`src/hdl/whs_pkg.sv`:
```
`default_nettype none

package whs_pkg;

  // Pipeline shape
  localparam int CORDIC_STAGES = 16;
  localparam int NUM_STAGES    = CORDIC_STAGES + 3;
  localparam int CORD_W        = 20;

  // Heading error dead band, binary angle units
  localparam int ANGLE_TOLERANCE = 1820;

  // atan(2^-i) in units of 2^-32 turn
  localparam logic [31:0] ATAN_TURNS [24] = '{
    32'h20000000, 32'h12E4051D, 32'h09FB385B, 32'h051111D4,
    32'h028B0D43, 32'h0145D7E1, 32'h00A2F61E, 32'h00517C55,
    32'h0028BE53, 32'h00145F2E, 32'h000A2F98, 32'h000517CC,
    32'h00028BE6, 32'h000145F3, 32'h0000A2F9, 32'h0000517C,
    32'h000028BE, 32'h0000145F, 32'h00000A2F, 32'h00000517,
    32'h0000028B, 32'h00000145, 32'h000000A2, 32'h00000051
  };

  // Configuration register indexes
  localparam logic [2:0] REG_TARGET_X      = 3'd0;
  localparam logic [2:0] REG_TARGET_Y      = 3'd1;
  localparam logic [2:0] REG_FAST_MODE     = 3'd2;
  localparam logic [2:0] REG_REACH_MARGIN  = 3'd3;
  localparam logic [2:0] REG_FWD_SPEED     = 3'd4;
  localparam logic [2:0] REG_FAST_FWD      = 3'd5;
  localparam logic [2:0] REG_SPIN_SPEED    = 3'd6;
  localparam logic [2:0] REG_FAST_SPIN     = 3'd7;

  typedef enum logic [1:0] {
    ACT_NONE       = 2'd0,
    ACT_FORWARD    = 2'd1,
    ACT_SPIN_LEFT  = 2'd2,
    ACT_SPIN_RIGHT = 2'd3
  } action_e;

  typedef struct packed {
    logic signed [15:0] pos_x;
    logic signed [15:0] pos_y;
    logic [15:0]        heading;
  } whs_in_t;

  typedef struct packed {
    logic               reached;
    logic [1:0]         action;
    logic signed [15:0] left_speed;
    logic signed [15:0] right_speed;
  } whs_out_t;

  // Offset stage payload
  typedef struct packed {
    logic signed [16:0] dx;
    logic signed [16:0] dy;
    logic [15:0]        heading;
  } whs_ofs_t;

  // CORDIC stage payload
  typedef struct packed {
    logic                     reached;
    logic                     zero;
    logic [15:0]              heading;
    logic signed [CORD_W-1:0] x;
    logic signed [CORD_W-1:0] y;
    logic [31:0]              z;
  } whs_cord_t;

endpackage

`default_nettype wire

```
`src/hdl/waypoint_heading_steering_top.sv`:
```
`default_nettype none

// Channel  | Direction | Handshake                 | Payload
// ---------+-----------+---------------------------+--------------------------------
// in       | input     | in_valid_i / in_stall_o   | in_data_i  (pos_x, pos_y, heading)
// out      | output    | out_valid_o / out_stall_i | out_data_o (reached, action, speeds)
// cfg      | input     | cfg_we_i (no wait)        | cfg_idx_i, cfg_data_i
//
// One transaction can enter every cycle while in_stall_o is low; the registers
// are, in order: offset stage, pre-rotation stage, one register per
// CORDIC iteration, and the decision/output register.
// Each stage holds its own valid bit and loads when it is empty or its successor
// can take its data, so bubbles collapse under stall and no transaction is lost or repeated.
// Reset clears all valid bits and the configuration registers.

module waypoint_heading_steering_top (
  input  wire logic             clk_i,
  input  wire logic             rst_ni,
  input  wire logic             in_valid_i,
  output logic                  in_stall_o,
  input  wire whs_pkg::whs_in_t in_data_i,
  output logic                  out_valid_o,
  input  wire logic             out_stall_i,
  output whs_pkg::whs_out_t     out_data_o,
  input  wire logic             cfg_we_i,
  input  wire logic [2:0]       cfg_idx_i,
  input  wire logic [15:0]      cfg_data_i
);
  import whs_pkg::*;

  localparam logic signed [16:0] TOL = 17'(ANGLE_TOLERANCE);

  // ---------------------------------------------------------------------------
  // Configuration registers
  // ---------------------------------------------------------------------------
  logic signed [15:0] target_x_q, target_y_q;
  logic               fast_mode_q;
  logic [14:0]        reach_margin_q, fwd_speed_q, fast_fwd_q, spin_speed_q, fast_spin_q;

  always_ff @(posedge clk_i or negedge rst_ni) begin
    if (!rst_ni) begin
      target_x_q     <= '0;
      target_y_q     <= '0;
      fast_mode_q    <= 1'b0;
      reach_margin_q <= '0;
      fwd_speed_q    <= '0;
      fast_fwd_q     <= '0;
      spin_speed_q   <= '0;
      fast_spin_q    <= '0;
    end else if (cfg_we_i) begin
      case (cfg_idx_i)
        REG_TARGET_X:     target_x_q     <= cfg_data_i;
        REG_TARGET_Y:     target_y_q     <= cfg_data_i;
        REG_FAST_MODE:    fast_mode_q    <= cfg_data_i[0];
        REG_REACH_MARGIN: reach_margin_q <= cfg_data_i[14:0];
        REG_FWD_SPEED:    fwd_speed_q    <= cfg_data_i[14:0];
        REG_FAST_FWD:     fast_fwd_q     <= cfg_data_i[14:0];
        REG_SPIN_SPEED:   spin_speed_q   <= cfg_data_i[14:0];
        REG_FAST_SPIN:    fast_spin_q    <= cfg_data_i[14:0];
        default: ;
      endcase
    end
  end

  // ---------------------------------------------------------------------------
  // Valid bits and per-stage load enables
  // bit 0: offset stage, bits 1..CORDIC_STAGES+1: CORDIC chain, last: output
  // ---------------------------------------------------------------------------
  logic [NUM_STAGES-1:0] vld_q;
  logic [NUM_STAGES-1:0] rdy;

  always_comb begin
    rdy[NUM_STAGES-1] = !vld_q[NUM_STAGES-1] || !out_stall_i;
    for (int k = NUM_STAGES - 2; k >= 0; k--) begin
      rdy[k] = !vld_q[k] || rdy[k+1];
    end
  end

  assign in_stall_o = !rdy[0];

  always_ff @(posedge clk_i or negedge rst_ni) begin
    if (!rst_ni) begin
      vld_q <= '0;
    end else begin
      if (rdy[0]) begin
        vld_q[0] <= in_valid_i;
      end
      for (int k = 1; k < NUM_STAGES; k++) begin
        if (rdy[k]) begin
          vld_q[k] <= vld_q[k-1];
        end
      end
    end
  end

  // ---------------------------------------------------------------------------
  // Stage 0: per-axis offsets to target (17 bit)
  // ---------------------------------------------------------------------------
  whs_ofs_t ofs_q;

  always_ff @(posedge clk_i) begin
    if (rdy[0]) begin
      ofs_q.dx      <= 17'(target_x_q) - 17'(in_data_i.pos_x);
      ofs_q.dy      <= 17'(target_y_q) - 17'(in_data_i.pos_y);
      ofs_q.heading <= in_data_i.heading;
    end
  end

  // ---------------------------------------------------------------------------
  // Stage 1: reach test and pre-rotation into the right half plane
  // ---------------------------------------------------------------------------
  whs_cord_t cord_q [CORDIC_STAGES+1];
  logic [16:0] adx, ady;

  assign adx = ofs_q.dx[16] ? 17'(-ofs_q.dx) : ofs_q.dx;
  assign ady = ofs_q.dy[16] ? 17'(-ofs_q.dy) : ofs_q.dy;

  always_ff @(posedge clk_i) begin
    if (rdy[1]) begin
      cord_q[0].reached <= (adx < {2'b00, reach_margin_q}) && (ady < {2'b00, reach_margin_q});
      cord_q[0].zero    <= (ofs_q.dx == '0) && (ofs_q.dy == '0);
      cord_q[0].heading <= ofs_q.heading;
      if (ofs_q.dx[16]) begin
        // left half plane: rotate by a half turn
        cord_q[0].x <= -CORD_W'(ofs_q.dx);
        cord_q[0].y <= -CORD_W'(ofs_q.dy);
        cord_q[0].z <= 32'h8000_0000;
      end else begin
        cord_q[0].x <= CORD_W'(ofs_q.dx);
        cord_q[0].y <= CORD_W'(ofs_q.dy);
        cord_q[0].z <= '0;
      end
    end
  end

  // ---------------------------------------------------------------------------
  // Vectoring CORDIC: one registered micro-rotation per stage
  // ---------------------------------------------------------------------------
  for (genvar k = 0; k < CORDIC_STAGES; k++) begin : g_cordic
    always_ff @(posedge clk_i) begin
      if (rdy[k+2]) begin
        cord_q[k+1].reached <= cord_q[k].reached;
        cord_q[k+1].zero    <= cord_q[k].zero;
        cord_q[k+1].heading <= cord_q[k].heading;
        if (!cord_q[k].y[CORD_W-1]) begin
          cord_q[k+1].x <= cord_q[k].x + (cord_q[k].y >>> k);
          cord_q[k+1].y <= cord_q[k].y - (cord_q[k].x >>> k);
          cord_q[k+1].z <= cord_q[k].z + ATAN_TURNS[k];
        end else begin
          cord_q[k+1].x <= cord_q[k].x - (cord_q[k].y >>> k);
          cord_q[k+1].y <= cord_q[k].y + (cord_q[k].x >>> k);
          cord_q[k+1].z <= cord_q[k].z - ATAN_TURNS[k];
        end
      end
    end
  end

  // ---------------------------------------------------------------------------
  // Final stage: round bearing, wrapped heading error, bang-bang decision
  // ---------------------------------------------------------------------------
  whs_cord_t          fin;
  logic [31:0]        z_rnd;
  logic [15:0]        bearing;
  logic signed [15:0] err;
  logic signed [16:0] err_x;
  logic [14:0]        fwd_spd, spn_spd;
  logic signed [15:0] fwd_s, spn_s;
  whs_out_t           res;
  whs_out_t           out_q;

  assign fin     = cord_q[CORDIC_STAGES];
  assign z_rnd   = fin.z + 32'h0000_8000;
  // zero offset: bearing defined as 0
  assign bearing = fin.zero ? 16'h0000 : z_rnd[31:16];
  assign err     = bearing - fin.heading;
  assign err_x   = 17'(err);
  assign fwd_spd = fast_mode_q ? fast_fwd_q : fwd_speed_q;
  assign spn_spd = fast_mode_q ? fast_spin_q : spin_speed_q;
  assign fwd_s   = {1'b0, fwd_spd};
  assign spn_s   = {1'b0, spn_spd};

  always_comb begin
    res = '0;
    if (fin.reached) begin
      res.reached = 1'b1;
      res.action  = ACT_NONE;
    end else if (err_x > TOL) begin
      res.action      = ACT_SPIN_LEFT;
      res.left_speed  = -spn_s;
      res.right_speed = spn_s;
    end else if (err_x < -TOL) begin
      // a half-turn error lands here as well
      res.action      = ACT_SPIN_RIGHT;
      res.left_speed  = spn_s;
      res.right_speed = -spn_s;
    end else begin
      res.action      = ACT_FORWARD;
      res.left_speed  = fwd_s;
      res.right_speed = fwd_s;
    end
  end

  always_ff @(posedge clk_i) begin
    if (rdy[NUM_STAGES-1]) begin
      out_q <= res;
    end
  end

  assign out_valid_o = vld_q[NUM_STAGES-1];
  assign out_data_o  = out_q;

  // ---------------------------------------------------------------------------
  // Assertions
  // ---------------------------------------------------------------------------
  a_stall_full: assert property (@(posedge clk_i) disable iff (!rst_ni)
    in_stall_o |-> (&vld_q))
    else $error("input stalled while a pipeline stage is empty");

  a_reached_quiet: assert property (@(posedge clk_i) disable iff (!rst_ni)
    (out_valid_o && out_data_o.reached) |->
      (out_data_o.action == ACT_NONE && out_data_o.left_speed == '0 &&
       out_data_o.right_speed == '0))
    else $error("command issued with target reached");

  a_cmd_present: assert property (@(posedge clk_i) disable iff (!rst_ni)
    (out_valid_o && !out_data_o.reached) |-> (out_data_o.action != ACT_NONE))
    else $error("no command while target not reached");

  a_forward_even: assert property (@(posedge clk_i) disable iff (!rst_ni)
    (out_valid_o && out_data_o.action == ACT_FORWARD) |->
      (out_data_o.left_speed == out_data_o.right_speed))
    else $error("forward with unequal wheel speeds");

  a_spin_opposed: assert property (@(posedge clk_i) disable iff (!rst_ni)
    (out_valid_o && (out_data_o.action == ACT_SPIN_LEFT ||
                     out_data_o.action == ACT_SPIN_RIGHT)) |->
      (out_data_o.left_speed == -out_data_o.right_speed))
    else $error("spin with non-opposed wheel speeds");

endmodule

`default_nettype wire
```
`config.mk`:
```
export PLATFORM = sky130hd
export DESIGN_NAME = waypoint_heading_steering_top
export DESIGN_NICKNAME = d
export VERILOG_FILES = /design/src/hdl/whs_pkg.sv /design/src/hdl/waypoint_heading_steering_top.sv
export SDC_FILE = /design/constraint.sdc
export NUM_CORES = 2
export LEC_CHECK = 0
export BUFFER_PORTS_ARGS = -buffer_cell sky130_fd_sc_hd__buf_2
export CAP_MARGIN = 30
export CORE_UTILIZATION = 40
export DETAILED_ROUTE_END_ITERATION = 8
export GPL_TIMING_DRIVEN = 0
export SLEW_MARGIN = 15
export SYNTH_ARGS = -nofsm -noshare
export SYNTH_HDL_FRONTEND = slang
export SYNTH_SLANG_ARGS = --single-unit
```
`constraint.sdc`:
```
create_clock -name clk_i -period 9.7 [get_ports clk_i]
set_clock_uncertainty 0.15 [all_clocks]
set_input_delay 0 -clock clk_i [delete_from_list [all_inputs] [get_ports clk_i]]
set_output_delay 0 -clock clk_i [all_outputs]
set_load 0.02 [all_outputs]
```
Word-level counts from Yosys, hierarchy flattened
Memory sizes are Yosys's and may differ from the RTL's.
Cells that the tools add are included.
- output and inout bits: 37
- flip-flop bits (word level): 212
- latch bits: 0
- memory bits (read-only): 0
- RAM bits: 1530
- memories kept: 1
- logic and storage cells: 454
- input bits: 72
- memories (memory ; depth ; width ; rd ports ; clocked after Yosys merged registers in ; write ports ; line ; source):
    cord_q ; 17 ; 90 ; 17 ; 0 ; 17 ; waypoint_heading_steering_top.sv:112 ; whs_cord_t cord_q [CORDIC_STAGES+1];
- $lt $le $gt $ge: 4
- div/mod/pow operators: 0
- $mul: 0
- muxes and demuxes: 195
- add/subtract/negate cells: 104
- shift operators: 0
- reductions and logical operators: 55
- bitwise gates (word level): 52
- equality and inequality tests: 7
- operators by type and width (kind ; number):
    20-bit 2-to-1 mux ; 34
    32-bit 2-to-1 mux ; 17
    1-bit 2-to-1 mux ; 137
    34-bit 2-to-1 mux ; 2
    32-bit by 16-bit adder with 32-bit output, second input constant ; 2
    1-bit OR ; 51
    20-bit by 10-bit adder with 20-bit output ; 2
    20-bit by 11-bit adder with 20-bit output ; 2
    20-bit by 12-bit adder with 20-bit output ; 2
    20-bit by 13-bit adder with 20-bit output ; 2
    20-bit by 14-bit adder with 20-bit output ; 2
    20-bit by 15-bit adder with 20-bit output ; 2
    20-bit by 16-bit adder with 20-bit output ; 2
    20-bit by 17-bit adder with 20-bit output ; 2
    20-bit by 18-bit adder with 20-bit output ; 2
    20-bit by 19-bit adder with 20-bit output ; 2
    20-bit by 5-bit adder with 20-bit output ; 2
    20-bit by 6-bit adder with 20-bit output ; 2
    20-bit by 7-bit adder with 20-bit output ; 2
    20-bit by 8-bit adder with 20-bit output ; 2
    20-bit by 9-bit adder with 20-bit output ; 2
    17-bit negation with 20-bit output ; 2
    20-bit by 10-bit subtractor with 20-bit output ; 2
    20-bit by 11-bit subtractor with 20-bit output ; 2
    other kinds (68) ; 138

Longest topological paths before layout
- word-level depth: 22
- depth in mapped cells: 26
- depth with buffers taken out: 23

Least setup slack after synthesis
No wires, ideal clock.
- kind: reg2reg
- from: register vld_q[18]
- to: memory cord_q[6][51] (netlist name), data pin
- path slack: 2.875 ns
- period minus slack after synthesis: 6.825 ns
- arrival: 6.412 ns
- setup time: 0.262 ns
- path buffers: 3
- data required time: 9.288 ns
- cell stages (with the launch flop): 26
- path through: dfrtp_1 and3_1 buf_2 inv_2 nor2_2 and3_1 buf_2 inv_1 nor2_1 nand2_1 nand2_1 inv_1 clkbuf_1 nor2_1 xor2_1 ha_1 a21oi_1 o211ai_1 and3_1 a31o_2 o41ai_1 o21ai_0 or4_1 a31o_2 a21oi_1 xor2_1
- RTL lines (what ; line ; source):
    start, declared ; waypoint_heading_steering_top.sv:69 ; logic [NUM_STAGES-1:0] vld_q;
    start signal, assigned by index ; waypoint_heading_steering_top.sv:90 ; vld_q[k] <= vld_q[k-1];
    end, declared ; waypoint_heading_steering_top.sv:112 ;

==> impl_results.md <==
- Status: finished clean
- EDFF count, synth: 1402
- Critical Path RT: 10.09 ns
- Place WS: 0.0634 ns
- Congestion Overflow GR: 0
- Routed length per instance: 17.3 µm
- RSZ-0062 raised after global routing: no
- Final Max Tran Viols: 0
- Die W: 507 µm
- Latest clock arrival within the worst-skew pair: 0.80 ns
- Yosys top cell area share: 41.3%
- Layout cells sized above 1: 6.58%
- Drt pass-1 iters: 8
- Sequential element share of the synthesized area: 44.4%
- Commonest non-fill, non-tap cell in the layout: edfxtp_1
- Area contributors post-synth: edfxtp_1 (41%), ha_1 (13%), xnor2_1 (7.3%)
- Setup violators final: 0
- Die height: 507 µm
- Most frequent cells in the layout: edfxtp_1 (1402), ha_1 (1075), xnor2_1 (854)
- WL met3: 7.62 mm
- Vias in the first global route: 72100
- Seq cells post-synth: 1529
- Worst slew margin: 32.1%
- IO Port Bufs: 104
- Initial antenna violation count: 6
- Final Hold Viols: 0
- Core Area: 252000 µm²
- Starting density of the core: 40.4%
- Highest metal used: met5
- Hold_sp: in_data_i[16]
- Clk sinks: 1529
- CTS Buf Count: 167
- CP Launch Point: vld_q[18]$_DFFE_PN0P_
- CP Capture Type: register
- M1 wire length: 106 mm
- Reg clk slew, reported paths: 0.06 ns
- Max FO, Critical Path: 22
- Distinct cells, synth: 96
- Mapped Cells: 9583
- Worst R2R Setup Slack: 0.84 ns
- Worst-margin pin slew: 1.00 ns
- Startpoint types: register
- Syn_nets: 10800
- Final net count: 11200
- First DRT Iteration DRCs: 4231
- Reg2Reg Depth: 24
- GRT Total Usage: 18.0%
- Site row count: 184
- Global-route wire length before repair: 377 mm
- Reg2Reg Launch Point: vld_q[18]$_DFFE_PN0P_
- Hold Path Depth: 4
- Top_reg_cell synth: edfxtp_1
- Max-capacitance violation count: 0
- Hold Crit Class: in2reg
- Arr. time, crit path: 9.25 ns
- Crit path kind: reg2reg
- Yosys top cell by area: edfxtp_1
- Hold path endpoint: ofs_q[16]$_DFFE_PN_
- Detail Placement HPWL: 182 mm
- Syn Std Cell Area: 102000 µm²
- Largest net degree at the start of global routing: 71
- CTS tree: yes
- Detailed Route WL: 234 mm
- Number of top-level pins: 109
- Tmin final: 8.86 ns
- Fin crit share: 91.4%
- Reg2Reg Capture Point: cord_q[7][51]$_DFFE_PP_
- Die area: 257000 µm²
- Post-synthesis average cell area: 10.6 µm²
- FFs w/ async S/R, synth: 8.31%
- Area delta synth->final: 12.1%
- Final worst slack: 0.835 ns
- Ys Warns: 0
- DRC: 0
- Routability cong.: 0.883
- Root Driver: clkbuf_16
- Max frequency: 113 MHz
- Clock Path Buffers: 3
- Met2 routed WL: 115 mm
- H-tree depth: 4
- Vias per Instance: 5.35
- Via count: 72300
- ANT nets after route: 0
-- through the flow --
stage,area (µm²),hold slack (ns),setup TNS [ns],instances,utilization (%)
after floorplan,102000,-0.446,0,9583,-
after global placement,107000,0.0294,-10.72,13000,42.2
after detailed placement,107000,-0.131,0,13100,42.6
after CTS,114000,0.0496,0,13500,45.2
after global routing,114000,0.0765,0,13500,45.3
final,114000,0.122,0,13500,45.3
-- kinds of logic (layout without fill, tap and decap cells) --
family,Yosys count,after routing,synth area share (%)
mux,200,200,2.11
buf+inv,613,1192,2.30
other cells,0,2,0
compound gates,2394,2394,15.0
flops,1529,1529,44.4
simple gates,2549,2549,12.0
fa+ha+maj,1115,1115,14.0
xor+xnor,1183,1183,10.2
-- how the worst max path moves through the flow --
stage,to,cells past startpoint
after floorplan,cord_q[6][51]$_DFFE_PP_,25
after global routing,cord_q[9][71]$_DFFE_PP_,25
final,cord_q[7][51]$_DFFE_PP_,24
after detailed placement,cord_q[6][51]$_DFFE_PP_,25
after CTS,cord_q[6][51]$_DFFE_PP_,25
after global placement,cord_q[5][70]$_DFFE_PP_,26
-- timing repair --
| action | in CTS | in global routing |
|---|---|---|
| buffers inserted | 0 | 0 |
| hold endpoints to repair | 321 | 0 |
| setup endpoints to repair | 0 | 6 |
| resized for setup | 0 | 3 |
| hold buffers | 129 | 0 |
-- synthesized netlist by cell type, types with 129 or more instances --
cell / n
xor2_1: 329
nand3_1: 192
nor3_1: 214
nand2b_1: 145
o31ai_1: 129
ha_1: 1075
nor2b_1: 142
a21o_1: 248
edfxtp_1: 1402
inv_1: 464
o21a_1: 135
nand2_1: 589
nor2_1: 798
xnor2_1: 854
o21ai_0: 476
a21oi_1: 774
-- worst max-delay path, stage by stage, from the launching register on --
cell      delay (ns)
dfrtp_1         0.38
and3_1          0.17
buf_2           0.26
inv_2           0.29
nor2_4          0.51
and3_1          0.22
buf_2           0.39
inv_1           0.42
nor2_2          0.57
inv_1           0.54
nand2_1         0.52
clkbuf_2        0.58
o21ai_0         0.33
ha_1            0.35
a21o_1          0.17
a21oi_1         0.26
o211ai_1        0.21
and3_1          0.27
a31o_2          0.28
o41ai_1         0.42
o21ai_0         0.22
or4_1           0.46
a31o_2          0.25
a21oi_1         0.18
xnor2_1         0.11
-- routing by layer --
metal,vias to the layer above,global-route usage (%)
met1,34300,22.9
li1,36400,-
met3,370,2.20
met2,1207,31.8
met5,-,0
met4,2,5.32
-- sequential cells by signal, indices dropped and copies added, names as in the netlist, 16 cells and up --
signal	flops
ofs_q	50
target_x_q	16
vld_q	19
cord_q	1318
target_y_q	16
out_data_o	34
-- layout make-up --
cell class | instances | area, µm²
fill | 23400 | 138000
multi-input combinational | 7441 | 54300
sequential | 1529 | 45300
clock buffer | 212 | 4440
tap | 3348 | 4190
timing repair buffer | 274 | 2610
inverter | 473 | 1790
clock inverter | 93 | 998
buffer | 140 | 583
antenna | 2 | 5.00
Power is left out: the tool's default activity adds up to more than one toggle a clock period on the data nets, which glitch-free logic cannot reach.
